File: src/rtl/rmms_pkg.sv
`timescale 1ns / 1ps
// ----------------------------------------------------------------------------
// rmms_pkg
// Shared types and constants of the rate-monotonic multicore scheduler.
// ----------------------------------------------------------------------------
package rmms_pkg;

  localparam int NUM_TASKS = 16;
  localparam int NUM_CORES = 8;
  localparam int TIME_W    = 16;
  localparam int SLOT_W    = $clog2(NUM_TASKS);
  localparam int CORE_W    = $clog2(NUM_CORES);
  localparam int NT_W      = $clog2(NUM_TASKS + 1);
  localparam int NC_W      = 4;
  localparam int CFG_W     = 5;
  localparam int CFG_IDX_W = 1;

  localparam logic [CFG_IDX_W-1:0] CFG_ACTIVE_CORES = 1'b0;
  localparam logic [CFG_IDX_W-1:0] CFG_ACTIVE_TASKS = 1'b1;

  localparam logic MODE_LOAD = 1'b0;
  localparam logic MODE_TICK = 1'b1;

  typedef enum logic [1:0] {
    STAT_READY,
    STAT_RUN,
    STAT_DONE
  } status_e;

  typedef struct packed {
    logic                 load;
    logic [SLOT_W-1:0]    load_slot;
    logic [TIME_W-1:0]    arrival;
    logic [TIME_W-1:0]    burst;
    logic [TIME_W-1:0]    period;
    logic [NUM_TASKS-1:0] ready_mask;
    logic                 run_en;
    logic [SLOT_W-1:0]    run_slot;
    logic                 fin_en;
    logic                 dec_en;
    logic [SLOT_W-1:0]    upd_slot;
    logic [SLOT_W-1:0]    rd_addr;
  } tbl_cmd_t;

  typedef struct packed {
    logic [TIME_W-1:0]    rd_arrival;
    logic [TIME_W-1:0]    rd_period;
    logic [TIME_W-1:0]    rd_remaining;
    logic [TIME_W-1:0]    rd_start;
    status_e              rd_status;
    logic [NUM_TASKS-1:0] done_mask;
  } tbl_rsp_t;

  function automatic logic [TIME_W-1:0] sat_inc(input logic [TIME_W-1:0] v);
    sat_inc = (&v) ? v : v + TIME_W'(1);
  endfunction

endpackage

File: src/rtl/rmms_table.sv
`timescale 1ns / 1ps
// ----------------------------------------------------------------------------
// rmms_table
// Task table: arrival, period, remaining, start tick and status per slot,
// one read address per cycle.
// ----------------------------------------------------------------------------
module rmms_table (
  input  logic                    clk_i,
  input  logic                    rst_ni,
  input  logic [rmms_pkg::TIME_W-1:0] now_i,
  input  rmms_pkg::tbl_cmd_t      cmd_i,
  output rmms_pkg::tbl_rsp_t      rsp_o
);

  logic [rmms_pkg::TIME_W-1:0] arrival_q [rmms_pkg::NUM_TASKS];
  logic [rmms_pkg::TIME_W-1:0] period_q  [rmms_pkg::NUM_TASKS];
  logic [rmms_pkg::TIME_W-1:0] remain_q  [rmms_pkg::NUM_TASKS];
  logic [rmms_pkg::TIME_W-1:0] start_q   [rmms_pkg::NUM_TASKS];
  rmms_pkg::status_e           status_q  [rmms_pkg::NUM_TASKS];
  logic [rmms_pkg::NUM_TASKS-1:0] started_q;

  always_ff @(posedge clk_i) begin
    for (int t = 0; t < rmms_pkg::NUM_TASKS; t++) begin
      if (cmd_i.run_en && cmd_i.run_slot == rmms_pkg::SLOT_W'(t) && !started_q[t]) begin
        start_q[t] <= now_i;
      end
      if (cmd_i.fin_en && cmd_i.upd_slot == rmms_pkg::SLOT_W'(t)) begin
        remain_q[t] <= '0;
      end else if (cmd_i.dec_en && cmd_i.upd_slot == rmms_pkg::SLOT_W'(t)) begin
        remain_q[t] <= remain_q[t] - rmms_pkg::TIME_W'(1);
      end
      if (cmd_i.load && cmd_i.load_slot == rmms_pkg::SLOT_W'(t)) begin
        arrival_q[t] <= cmd_i.arrival;
        remain_q[t]  <= cmd_i.burst;
        period_q[t]  <= cmd_i.period;
      end
    end
  end

  always_ff @(posedge clk_i or negedge rst_ni) begin
    if (!rst_ni) begin
      for (int t = 0; t < rmms_pkg::NUM_TASKS; t++) begin
        status_q[t] <= rmms_pkg::STAT_READY;
      end
      started_q <= '0;
    end else begin
      for (int t = 0; t < rmms_pkg::NUM_TASKS; t++) begin
        if (cmd_i.ready_mask[t]) begin
          status_q[t] <= rmms_pkg::STAT_READY;
        end
        if (cmd_i.run_en && cmd_i.run_slot == rmms_pkg::SLOT_W'(t)) begin
          status_q[t]  <= rmms_pkg::STAT_RUN;
          started_q[t] <= 1'b1;
        end
        if (cmd_i.fin_en && cmd_i.upd_slot == rmms_pkg::SLOT_W'(t)) begin
          status_q[t] <= rmms_pkg::STAT_DONE;
        end
        if (cmd_i.load && cmd_i.load_slot == rmms_pkg::SLOT_W'(t)) begin
          status_q[t]  <= rmms_pkg::STAT_READY;
          started_q[t] <= 1'b0;
        end
      end
    end
  end

  always_comb begin
    rsp_o.rd_arrival   = arrival_q[cmd_i.rd_addr];
    rsp_o.rd_period    = period_q[cmd_i.rd_addr];
    rsp_o.rd_remaining = remain_q[cmd_i.rd_addr];
    rsp_o.rd_start     = start_q[cmd_i.rd_addr];
    rsp_o.rd_status    = status_q[cmd_i.rd_addr];
    for (int t = 0; t < rmms_pkg::NUM_TASKS; t++) begin
      rsp_o.done_mask[t] = (status_q[t] == rmms_pkg::STAT_DONE);
    end
  end

endmodule

File: src/rtl/rate_monotonic_multicore_scheduler_top.sv
`timescale 1ns / 1ps
// ----------------------------------------------------------------------------
// rate_monotonic_multicore_scheduler_top
// Global preemptive rate-monotonic scheduler over a 16-entry task table.
// ----------------------------------------------------------------------------
// Usage:
//   An item is taken when start is high and busy is low. mode_i = 0 loads
//   one task entry. mode_i = 1 runs one scheduling tick.
//   A tick walks the table under a small sequencer with one compare unit:
//   one pass over the active tasks to collect arrived ready tasks, then per
//   candidate one table scan, a core scan and a place step, then a fill pass
//   with one table scan per idle core, an execute pass and a result pass
//   over the active cores. With no active core a tick only advances the
//   tick counter and busy stays low; otherwise busy stays high for the
//   whole tick.
//   Results: valid_o marks one result per active core, in core order, on
//   consecutive cycles; last_of_tick_o flags the final one. The receiver
//   cannot stall.
//   Config: cfg_we_i writes active_cores (index 0) or active_tasks
//   (index 1), only while busy is low.
//   Reset: all tasks ready and not started, all cores idle, tick 0,
//   4 cores and 16 tasks active.
// ----------------------------------------------------------------------------
module rate_monotonic_multicore_scheduler_top (
  input  logic                             clk_i,
  input  logic                             rst_ni,
  input  logic                             start,
  output logic                             busy,
  input  logic                             mode_i,
  input  logic [3:0]                       task_slot_i,
  input  logic [15:0]                      arrival_tick_i,
  input  logic [15:0]                      burst_length_i,
  input  logic [15:0]                      period_length_i,
  input  logic                             cfg_we_i,
  input  logic [rmms_pkg::CFG_IDX_W-1:0]   cfg_idx_i,
  input  logic [rmms_pkg::CFG_W-1:0]       cfg_data_i,
  output logic                             valid_o,
  output logic [15:0]                      tick_number_o,
  output logic [2:0]                       core_number_o,
  output logic                             core_busy_o,
  output logic [3:0]                       running_slot_o,
  output logic                             finished_now_o,
  output logic [15:0]                      first_start_tick_o,
  output logic [15:0]                      finish_tick_o,
  output logic                             all_finished_o,
  output logic                             last_of_tick_o
);

  localparam int TW = rmms_pkg::TIME_W;
  localparam int SW = rmms_pkg::SLOT_W;
  localparam int CW = rmms_pkg::CORE_W;
  localparam int NC = rmms_pkg::NUM_CORES;
  localparam int NT = rmms_pkg::NUM_TASKS;

  localparam logic [3:0] ST_IDLE   = 4'd0;
  localparam logic [3:0] ST_QBLD   = 4'd1;
  localparam logic [3:0] ST_ASCAN  = 4'd2;
  localparam logic [3:0] ST_ACORE  = 4'd3;
  localparam logic [3:0] ST_APLACE = 4'd4;
  localparam logic [3:0] ST_BCORE  = 4'd5;
  localparam logic [3:0] ST_BSCAN  = 4'd6;
  localparam logic [3:0] ST_EXEC   = 4'd7;
  localparam logic [3:0] ST_EMIT   = 4'd8;

  logic [3:0]    state_q, state_d;
  logic [SW-1:0] t_q, t_d;
  logic [CW-1:0] c_q, c_d;
  logic [NT-1:0] q_q, q_d;
  logic          bf_q, bf_d;
  logic [SW-1:0] bs_q, bs_d;
  logic [TW-1:0] bp_q, bp_d;
  logic          wf_q, wf_d;
  logic [TW-1:0] worst_q, worst_d;
  logic [CW-1:0] target_q, target_d;
  logic          idle_q, idle_d;
  logic [NC-1:0] cv_q, cv_d;
  logic [SW-1:0] cs_q [NC];
  logic [SW-1:0] cs_d [NC];
  logic [TW-1:0] cp_q [NC];
  logic [TW-1:0] cp_d [NC];
  logic [NC-1:0] rbusy_q, rbusy_d;
  logic [NC-1:0] rfin_q, rfin_d;
  logic [SW-1:0] rslot_q [NC];
  logic [SW-1:0] rslot_d [NC];
  logic [TW-1:0] rstart_q [NC];
  logic [TW-1:0] rstart_d [NC];
  logic [TW-1:0] rftick_q [NC];
  logic [TW-1:0] rftick_d [NC];
  logic [TW-1:0] tick_q, tick_d;
  logic [rmms_pkg::NC_W-1:0] nc_q, nc_d;
  logic [rmms_pkg::NT_W-1:0] nt_q, nt_d;

  rmms_pkg::tbl_cmd_t cmd;
  rmms_pkg::tbl_rsp_t rsp;

  logic          t_last, c_last, elig, take, bf_n;
  logic [SW-1:0] bs_n;
  logic [TW-1:0] bp_n;
  logic [NT-1:0] act_mask;

  rmms_table u_table (
    .clk_i  (clk_i),
    .rst_ni (rst_ni),
    .now_i  (tick_q),
    .cmd_i  (cmd),
    .rsp_o  (rsp)
  );

  assign busy   = (state_q != ST_IDLE);
  assign t_last = ({1'b0, t_q} + rmms_pkg::NT_W'(1)) == nt_q;
  assign c_last = ({1'b0, c_q} + rmms_pkg::NC_W'(1)) == nc_q;

  // shared min-period compare
  always_comb begin
    if (state_q == ST_ASCAN) begin
      elig = q_q[t_q];
    end else begin
      elig = (rsp.rd_status == rmms_pkg::STAT_READY) && (rsp.rd_arrival <= tick_q);
    end
    take = elig && (!bf_q || rsp.rd_period < bp_q);
    bf_n = bf_q | take;
    bs_n = take ? t_q : bs_q;
    bp_n = take ? rsp.rd_period : bp_q;
  end

  always_comb begin
    logic [rmms_pkg::NC_W-1:0] ncv;
    logic [rmms_pkg::NT_W-1:0] ntv;
    state_d  = state_q;
    t_d      = t_q;
    c_d      = c_q;
    q_d      = q_q;
    bf_d     = bf_q;
    bs_d     = bs_q;
    bp_d     = bp_q;
    wf_d     = wf_q;
    worst_d  = worst_q;
    target_d = target_q;
    idle_d   = idle_q;
    cv_d     = cv_q;
    cs_d     = cs_q;
    cp_d     = cp_q;
    rbusy_d  = rbusy_q;
    rfin_d   = rfin_q;
    rslot_d  = rslot_q;
    rstart_d = rstart_q;
    rftick_d = rftick_q;
    tick_d   = tick_q;
    nc_d     = nc_q;
    nt_d     = nt_q;
    ncv      = '0;
    ntv      = '0;
    cmd         = '0;
    cmd.rd_addr = t_q;

    unique case (state_q)
      ST_IDLE: begin
        if (cfg_we_i) begin
          if (cfg_idx_i == rmms_pkg::CFG_ACTIVE_CORES) begin
            ncv = (cfg_data_i[3:0] > rmms_pkg::NC_W'(NC)) ? rmms_pkg::NC_W'(NC)
                                                           : cfg_data_i[3:0];
            nc_d = ncv;
            for (int c = 0; c < NC; c++) begin
              if (cv_q[c] && rmms_pkg::NC_W'(c) >= ncv) begin
                cmd.ready_mask[cs_q[c]] = 1'b1;
                cv_d[c] = 1'b0;
                cs_d[c] = '0;
              end
            end
          end else begin
            ntv = (cfg_data_i > rmms_pkg::NT_W'(NT)) ? rmms_pkg::NT_W'(NT) : cfg_data_i;
            nt_d = ntv;
            for (int c = 0; c < NC; c++) begin
              if (cv_q[c] && {1'b0, cs_q[c]} >= ntv) begin
                cmd.ready_mask[cs_q[c]] = 1'b1;
                cv_d[c] = 1'b0;
                cs_d[c] = '0;
              end
            end
          end
        end
        if (start) begin
          if (mode_i == rmms_pkg::MODE_LOAD) begin
            cmd.load      = 1'b1;
            cmd.load_slot = task_slot_i;
            cmd.arrival   = arrival_tick_i;
            cmd.burst     = burst_length_i;
            cmd.period    = period_length_i;
            for (int c = 0; c < NC; c++) begin
              if (cv_q[c] && cs_q[c] == task_slot_i) begin
                cv_d[c] = 1'b0;
                cs_d[c] = '0;
              end
            end
          end else if (nc_q == '0) begin
            tick_d = rmms_pkg::sat_inc(tick_q);
          end else if (nt_q == '0) begin
            state_d = ST_EXEC;
            c_d     = '0;
          end else begin
            state_d = ST_QBLD;
            t_d     = '0;
            q_d     = '0;
          end
        end
      end
      ST_QBLD: begin
        q_d[t_q] = (rsp.rd_status == rmms_pkg::STAT_READY) && (rsp.rd_arrival <= tick_q);
        if (t_last) begin
          state_d = ST_ASCAN;
          t_d     = '0;
          bf_d    = 1'b0;
        end else begin
          t_d = t_q + SW'(1);
        end
      end
      ST_ASCAN: begin
        bf_d = bf_n;
        bs_d = bs_n;
        bp_d = bp_n;
        if (t_last) begin
          t_d = '0;
          c_d = '0;
          if (bf_n) begin
            q_d[bs_n] = 1'b0;
            state_d   = ST_ACORE;
            wf_d      = 1'b0;
            idle_d    = 1'b0;
          end else begin
            state_d = ST_BCORE;
          end
        end else begin
          t_d = t_q + SW'(1);
        end
      end
      ST_ACORE: begin
        if (!cv_q[c_q]) begin
          target_d = c_q;
          idle_d   = 1'b1;
          state_d  = ST_APLACE;
        end else begin
          if (!wf_q || cp_q[c_q] > worst_q) begin
            wf_d     = 1'b1;
            worst_d  = cp_q[c_q];
            target_d = c_q;
          end
          if (c_last) begin
            state_d = ST_APLACE;
          end else begin
            c_d = c_q + CW'(1);
          end
        end
      end
      ST_APLACE: begin
        if (idle_q || bp_q < worst_q) begin
          if (!idle_q) begin
            cmd.ready_mask[cs_q[target_q]] = 1'b1;
          end
          cv_d[target_q] = 1'b1;
          cs_d[target_q] = bs_q;
          cp_d[target_q] = bp_q;
          cmd.run_en     = 1'b1;
          cmd.run_slot   = bs_q;
          state_d        = ST_ASCAN;
          t_d            = '0;
          bf_d           = 1'b0;
        end else begin
          // later candidates cannot win either
          state_d = ST_BCORE;
          c_d     = '0;
        end
      end
      ST_BCORE: begin
        if (!cv_q[c_q]) begin
          state_d = ST_BSCAN;
          t_d     = '0;
          bf_d    = 1'b0;
        end else if (c_last) begin
          state_d = ST_EXEC;
          c_d     = '0;
        end else begin
          c_d = c_q + CW'(1);
        end
      end
      ST_BSCAN: begin
        bf_d = bf_n;
        bs_d = bs_n;
        bp_d = bp_n;
        if (t_last) begin
          if (bf_n) begin
            cv_d[c_q]    = 1'b1;
            cs_d[c_q]    = bs_n;
            cp_d[c_q]    = bp_n;
            cmd.run_en   = 1'b1;
            cmd.run_slot = bs_n;
          end
          if (c_last) begin
            state_d = ST_EXEC;
            c_d     = '0;
          end else begin
            state_d = ST_BCORE;
            c_d     = c_q + CW'(1);
          end
        end else begin
          t_d = t_q + SW'(1);
        end
      end
      ST_EXEC: begin
        cmd.rd_addr    = cs_q[c_q];
        cmd.upd_slot   = cs_q[c_q];
        rbusy_d[c_q]   = cv_q[c_q];
        rfin_d[c_q]    = 1'b0;
        rslot_d[c_q]   = '0;
        rstart_d[c_q]  = '0;
        rftick_d[c_q]  = '0;
        if (cv_q[c_q]) begin
          rslot_d[c_q]  = cs_q[c_q];
          rstart_d[c_q] = rsp.rd_start;
          if (rsp.rd_remaining <= TW'(1)) begin
            cmd.fin_en    = 1'b1;
            cv_d[c_q]     = 1'b0;
            cs_d[c_q]     = '0;
            rfin_d[c_q]   = 1'b1;
            rftick_d[c_q] = rmms_pkg::sat_inc(tick_q);
          end else begin
            cmd.dec_en = 1'b1;
          end
        end
        if (c_last) begin
          state_d = ST_EMIT;
          c_d     = '0;
        end else begin
          c_d = c_q + CW'(1);
        end
      end
      ST_EMIT: begin
        if (c_last) begin
          state_d = ST_IDLE;
          tick_d  = rmms_pkg::sat_inc(tick_q);
        end else begin
          c_d = c_q + CW'(1);
        end
      end
      default: begin
        state_d = ST_IDLE;
      end
    endcase
  end

  always_ff @(posedge clk_i or negedge rst_ni) begin
    if (!rst_ni) begin
      state_q <= ST_IDLE;
      t_q     <= '0;
      c_q     <= '0;
      q_q     <= '0;
      bf_q    <= 1'b0;
      wf_q    <= 1'b0;
      idle_q  <= 1'b0;
      cv_q    <= '0;
      for (int c = 0; c < NC; c++) begin
        cs_q[c] <= '0;
      end
      tick_q  <= '0;
      nc_q    <= rmms_pkg::NC_W'(4);
      nt_q    <= rmms_pkg::NT_W'(NT);
    end else begin
      state_q <= state_d;
      t_q     <= t_d;
      c_q     <= c_d;
      q_q     <= q_d;
      bf_q    <= bf_d;
      wf_q    <= wf_d;
      idle_q  <= idle_d;
      cv_q    <= cv_d;
      cs_q    <= cs_d;
      tick_q  <= tick_d;
      nc_q    <= nc_d;
      nt_q    <= nt_d;
    end
  end

  always_ff @(posedge clk_i) begin
    bs_q     <= bs_d;
    bp_q     <= bp_d;
    worst_q  <= worst_d;
    target_q <= target_d;
    cp_q     <= cp_d;
    rbusy_q  <= rbusy_d;
    rfin_q   <= rfin_d;
    rslot_q  <= rslot_d;
    rstart_q <= rstart_d;
    rftick_q <= rftick_d;
  end

  always_comb begin
    for (int t = 0; t < NT; t++) begin
      act_mask[t] = rmms_pkg::NT_W'(t) < nt_q;
    end
  end

  assign valid_o            = (state_q == ST_EMIT);
  assign tick_number_o      = tick_q;
  assign core_number_o      = c_q;
  assign core_busy_o        = rbusy_q[c_q];
  assign running_slot_o     = rslot_q[c_q];
  assign finished_now_o     = rfin_q[c_q];
  assign first_start_tick_o = rstart_q[c_q];
  assign finish_tick_o      = rftick_q[c_q];
  assign all_finished_o     = &(rsp.done_mask | ~act_mask);
  assign last_of_tick_o     = c_last;

  a_tick_ends: assert property (@(posedge clk_i) disable iff (!rst_ni)
    valid_o && last_of_tick_o |=> !busy)
    else $error("tick did not end after last result");

  a_tick_starts: assert property (@(posedge clk_i) disable iff (!rst_ni)
    start && !busy && mode_i == rmms_pkg::MODE_TICK && nc_q != '0 |=> busy)
    else $error("tick item not started");

  a_fin_busy: assert property (@(posedge clk_i) disable iff (!rst_ni)
    valid_o && finished_now_o |-> core_busy_o)
    else $error("finish on idle core");

  a_core_range: assert property (@(posedge clk_i) disable iff (!rst_ni)
    valid_o |-> ({1'b0, core_number_o} < nc_q))
    else $error("result for inactive core");

endmodule
File: config.mk
export PLATFORM = sky130hd
export DESIGN_NAME = rate_monotonic_multicore_scheduler_top
export DESIGN_NICKNAME = d
export VERILOG_FILES = /design/src/rtl/rmms_pkg.sv /design/src/rtl/rmms_table.sv /design/src/rtl/rate_monotonic_multicore_scheduler_top.sv
export SDC_FILE = /design/constraint.sdc
export NUM_CORES = 2
export LEC_CHECK = 0
export ABC_AREA = 0
export BUFFER_PORTS_ARGS = -buffer_cell sky130_fd_sc_hd__buf_2
export CAP_MARGIN = 10
export CORE_MARGIN = 2
export CORE_UTILIZATION = 39
export DETAILED_ROUTE_END_ITERATION = 8
export PLACE_DENSITY = 0.51
export SKIP_LAST_GASP = 1
export SYNTH_ARGS = -nofsm -noshare
export SYNTH_HDL_FRONTEND = slang
export SYNTH_HIERARCHICAL = 1
export SYNTH_SLANG_ARGS = --single-unit
File: constraint.sdc
create_clock -name clk_i -period 14.7 [get_ports clk_i]
set_input_delay 2.94 -clock clk_i [delete_from_list [all_inputs] [get_ports clk_i]]
set_output_delay 2.94 -clock clk_i [all_outputs]
set_load 0.01 [all_outputs]
Word-level counts from Yosys, hierarchy flattened
Memories as Yosys holds them, arrays and structs flattened.
Index checks and enable logic that the tools add are counted.

storage, ports and cells
  memory bits (writable) = 1024
  input port bits = 63
  output and inout bits = 61
  register bits after elaboration = 614
  word-level logic and storage cells = 1368
  memories = 4

cells by class
  $lt $le $gt $ge = 70
  reduce and logical (&&, ||, !) cells = 268
  mux-type cells = 744
  equal/unequal tests = 105
  bitwise operators = 67
  $add $sub $neg = 21

memories
  name               depth  width  read ports  clocked after memory_dff  wr ports  line              source
  u_table.arrival_q  16     16     1           0                         1         rmms_table.sv:15  logic [rmms_pkg::TIME_W-1:0] arrival_q [rmms_pkg::NUM_TASKS];
  u_table.period_q   16     16     1           0                         1         rmms_table.sv:16  logic [rmms_pkg::TIME_W-1:0] period_q [rmms_pkg::NUM_TASKS];
  u_table.remain_q   16     16     17          0                         1         rmms_table.sv:17  logic [rmms_pkg::TIME_W-1:0] remain_q [rmms_pkg::NUM_TASKS];
  u_table.start_q    16     16     1           0                         1         rmms_table.sv:18  logic [rmms_pkg::TIME_W-1:0] start_q [rmms_pkg::NUM_TASKS];

operators with widths
  operator                                                               count
  16-bit 2-to-1 mux                                                      173
  16-bit OR reduction                                                    60
  128-bit 2-to-1 mux                                                     6
  128-bit bitwise mux                                                    4
  4-bit 2-to-1 mux                                                       114
  32-bit 2-to-1 mux                                                      10
  1-bit 2-to-1 mux                                                       288
  128-bit bitwise AND                                                    2
  128-bit case mux with 2 select lines                                   1
  16-bit by 1-bit subtractor with 16-bit output (second input constant)  16
  16-bit bitwise OR                                                      15
  53-bit 2-to-1 mux                                                      3
  16-bit binary-select mux with 3-bit select                             3
  2-bit 2-to-1 mux                                                       68
  128-bit NOT                                                            1
  32-bit case mux with 4 select lines                                    1
  1-bit logical AND                                                      121
  4-bit == test (second input constant)                                  25
  32-bit bitwise mux                                                     3
  16-bit demux with 3-bit select                                         2
  8-bit 2-to-1 mux                                                       11
  4-bit nonzero test                                                     19
  32-bit bitwise AND                                                     2
  4-bit by 3-bit == test with 1-bit output (second input constant)       16
  85 further kinds                                                       311

Depth between registers and ports, before layout
  mapped depth = 30
  gate-level depth less buffers = 24

By module
Netlist, hierarchy kept.

by module, submodules not included
  module                                  cells each  sequential area each (um^2)  times used  area each (um^2)
  rmms_table                              3150        31950.6                      1           47982.3
  rate_monotonic_multicore_scheduler_top  3393        16523.3                      1           33917.5

Least setup slack after synthesis
No wires, ideal clock.

  kind = register -> register
  from = register c_q[0] (netlist: core_number_o[0])
  to = memory u_table/start_q[10][0] (netlist bit) (enable)
  data arrival time = 7.768 ns
  path buffers = 7
  slack = 6.543 ns
  cell stages (with the launch flop) = 27
  cells stage by stage = dfrtp_1 > clkbuf_1 > clkbuf_1 > and2_1 > clkbuf_1 > a221oi_1 > and3_1 > nor2_1 > a21o_1 > clkbuf_1 > clkbuf_1 > buf_2 > mux4_2 > a22oi_1 > nand2_1 > ha_1 > nand4_2 > or4_1 > or3_1 > or4_4 > a31oi_4 > buf_4 > mux2_4 > a22o_1 > nor3b_1 > nand3_1 > nor2_1

RTL lines
  item                    line                                           source
  from (decl)             rate_monotonic_multicore_scheduler_top.sv:67   logic [CW-1:0] c_q, c_d;
  from (signal assigned)  rate_monotonic_multicore_scheduler_top.sv:354  c_q <= '0;
  from (signal assigned)  rate_monotonic_multicore_scheduler_top.sv:369  c_q <= c_d;
  to (decl)               rmms_table.sv:18

==> impl_metrics.py <==
metrics = {
    "status": {
        "status": "finished clean",
    },
    "place": {
        "dp_worst_setup_slack_ns": 3.620,
        "dp.cells": 9176,
        "io_buffers": 123,
        "dp_hpwl_mm": 192.3,
        "dpl-instance-area_um2": 85820,
        "routabilityCongestion": 0.9476,
    },
    "routing": {
        "ant_nets": 0,
        "drtIter0Drc": 7158,
        "drt-total-wl_mm": 294.6,
        "drtPass1Iterations": 6,
        "remaining_drc_errors": 0,
        "via_per_inst": 6.312,
        "wl_per_cell_um": 30.97,
        "vias": 60044,
    },
    "sta": {
        "rsz0062_at_grt": "no",
        "slew_headroom": 0.1507,
        "drv_slew": 0,
        "period_share": 0.7627,
        "setup_violations": 0,
        "min_period_ns": 11.21,
        "skew_ns": 0.03488,
        "fmax_mhz": 89.20,
        "worstMarginPinSlew_ns": 1.263,
        "setup_ws_ns": 3.489,
        "hold_violations": 0,
        "holdWs_ns": 0.5128,
        "setup_tns_ns": 0,
    },
    "layout": {
        "finalInstanceArea_um2": 91500,
        "area_growth_pct": 11.87,
        "most-common-layout-cells": "edfxtp_1 (1495), nand2_1 (762), o21ai_0 (467)",
        "final_common_cell": "edfxtp_1",
        "fin_cells": 9513,
        "final_core_util": 0.4379,
        "final_layout_size_suffix_gt1_frac": 0.1472,
        "finalNetCount": 6737,
    },
    "critical_path": {
        "critPathMaxStageDelay_ns": 0.99,
        "cp_max_fo": 64,
        "slowest_stage": "dfrtp_1",
        "startpoint": "core_number_o[0]$_DFFE_PN0P_",
        "crit_arrival_ns": 11.66,
        "crit_path_start_kind": "flop",
        "critical_path.cell_chain": "nand2_1 -> o22ai_1 -> a221oi_1 -> and3_1 -> nor2_1 -> buf_4 -> a21o_4 -> buf_4 -> mux4_2 -> a22oi_1 -> nand2_1 -> ha_1 -> nand4_2 -> or4_1 -> or3_1 -> or4_4 -> a31oi_4 -> buf_4 -> mux2_4 -> a22o_1 -> nor2b_1 -> nand2_1 -> nor2_2",
        "crit_type": "reg -> reg",
        "r2r_start": "core_number_o[0]$_DFFE_PN0P_",
        "reg2regPathDepth": 23,
        "critPathCaptureType": "flop",
        "required_ns": 15.15,
    },
    "synthesis": {
        "synthCells": 6536,
        "synth_area_um2": 81790,
        "syn_avg_cell_area_um2": 12.51,
        "yosysWarnings": 6,
        "synth_nets": 6715,
    },
    "floorplan": {
        "die_area_um2": 213400,
        "core_area_um2": 208900,
        "rows": 168,
        "initial_utilization": 0.3915,
        "ios": 124,
        "fp.dieW_um": 462.0,
        "die_height_um": 462.0,
    },
    "power_and_ir_drop": {
        "pwr-share-clk": 0.269,
        "p_int_mw": 10.11,
        "power_leakage_nw": 30.37,
        "peakVddDrop_mv": 0.1278,
        "swShare": 0.3855,
        "power_mw": 16.46,
        "power.density_nw_per_um2": 179.9,
        "switching_power_mw": 6.345,
        "p_comb_frac": 0.364,
        "pwr-share-seq": 0.367,
    },
    "cts": {
        "tritoncts": "done",
        "cts_setup_buffers": 0,
        "clk_path_buf_depth": 3,
        "cts-root-buf": "clkbuf_16",
        "cts_max_level": 4,
        "clock-sinks": 1638,
        "cts-resized-gates": 0,
        "clk_pin_slew_ns": 0.06,
        "cts_hold_buf": 0,
        "numCtsBuffers": 181,
        "insertion_delay_ns": 0.84,
    },
    "grt": {
        "grt_antenna_before_repair": 11,
        "first_global_vias": 57387,
        "grt_pass1_wl_mm": 422.5,
        "grt.total_usage": 0.2714,
        "grt_overflow_total": 0,
        "grt_start_max_net_pins": 117,
    },
    "hold_path": {
        "hold_depth": 2,
        "worstHoldPathType": "reg -> reg",
        "hold_start": "q_q[10]$_DFFE_PN0P_",
    },
    "run": {
        "cap_violations": 0,
    },
}
worst max-delay path, delay by kind of cell, from the launching register on:
family / cells / cell delay (ns)
AND/OR/NAND/NOR: 11 / 4.60
adder cells (fa/ha/maj): 1 / 0.30
buffers and inverters: 3 / 1.55
AO/OA/AOI/OAI: 6 / 2.29
flip-flops: 1 / 0.99
multiplexers: 2 / 0.92
layout make-up:
class                   instances  area, µm²
clock inverters                84      685.7
repair buffers                298       1951
clock buffers                 245       4966
well taps                    2805       3510
inverters                     188      705.7
diodes                          4      10.01
flip-flops and latches       1638      48470
fillers                     19208     117400
multi-input cells            4251      31200
power groups by stage:
stage	sequential, mW	clock [mW]	combinational, mW
2_1_floorplan	5.92	0	3.82
3_3_place_gp	6.11	0	5.87
3_5_place_dp	6.12	0	5.89
4_1_cts	6.02	4.49	5.91
5_1_grt	6.07	4.67	6.37
6_report	6.04	4.43	5.99
per-layer routing:
| layer | track usage | vias to the layer above | routed length [µm] |
|---|---|---|---|
| met5 | 0 | - | 75 |
| met4 | 0.09226 | 10 | 10040 |
| met3 | 0.05057 | 545 | 24990 |
| met2 | 0.4218 | 3050 | 134100 |
| met1 | 0.3820 | 30874 | 125400 |
| li1 | - | 25565 | - |
path summary, 6_finish.rpt:
check,to,slack [ns]
worst min-delay path,q_q[10]$_DFFE_PN0P_,0.51
min in group asynchronous,wf_q$_DFFE_PN0P_,2.15
worst min register to register,q_q[10]$_DFFE_PN0P_,0.51
max in group asynchronous,u_table/status_q[22]$_DFFE_PN0P_,11.00
worst max-delay path,u_table/start_q[9][13]$_DFFE_PP_,3.49
worst max register to register,u_table/start_q[9][13]$_DFFE_PP_,3.49
(Power assumes the default switching activity.)
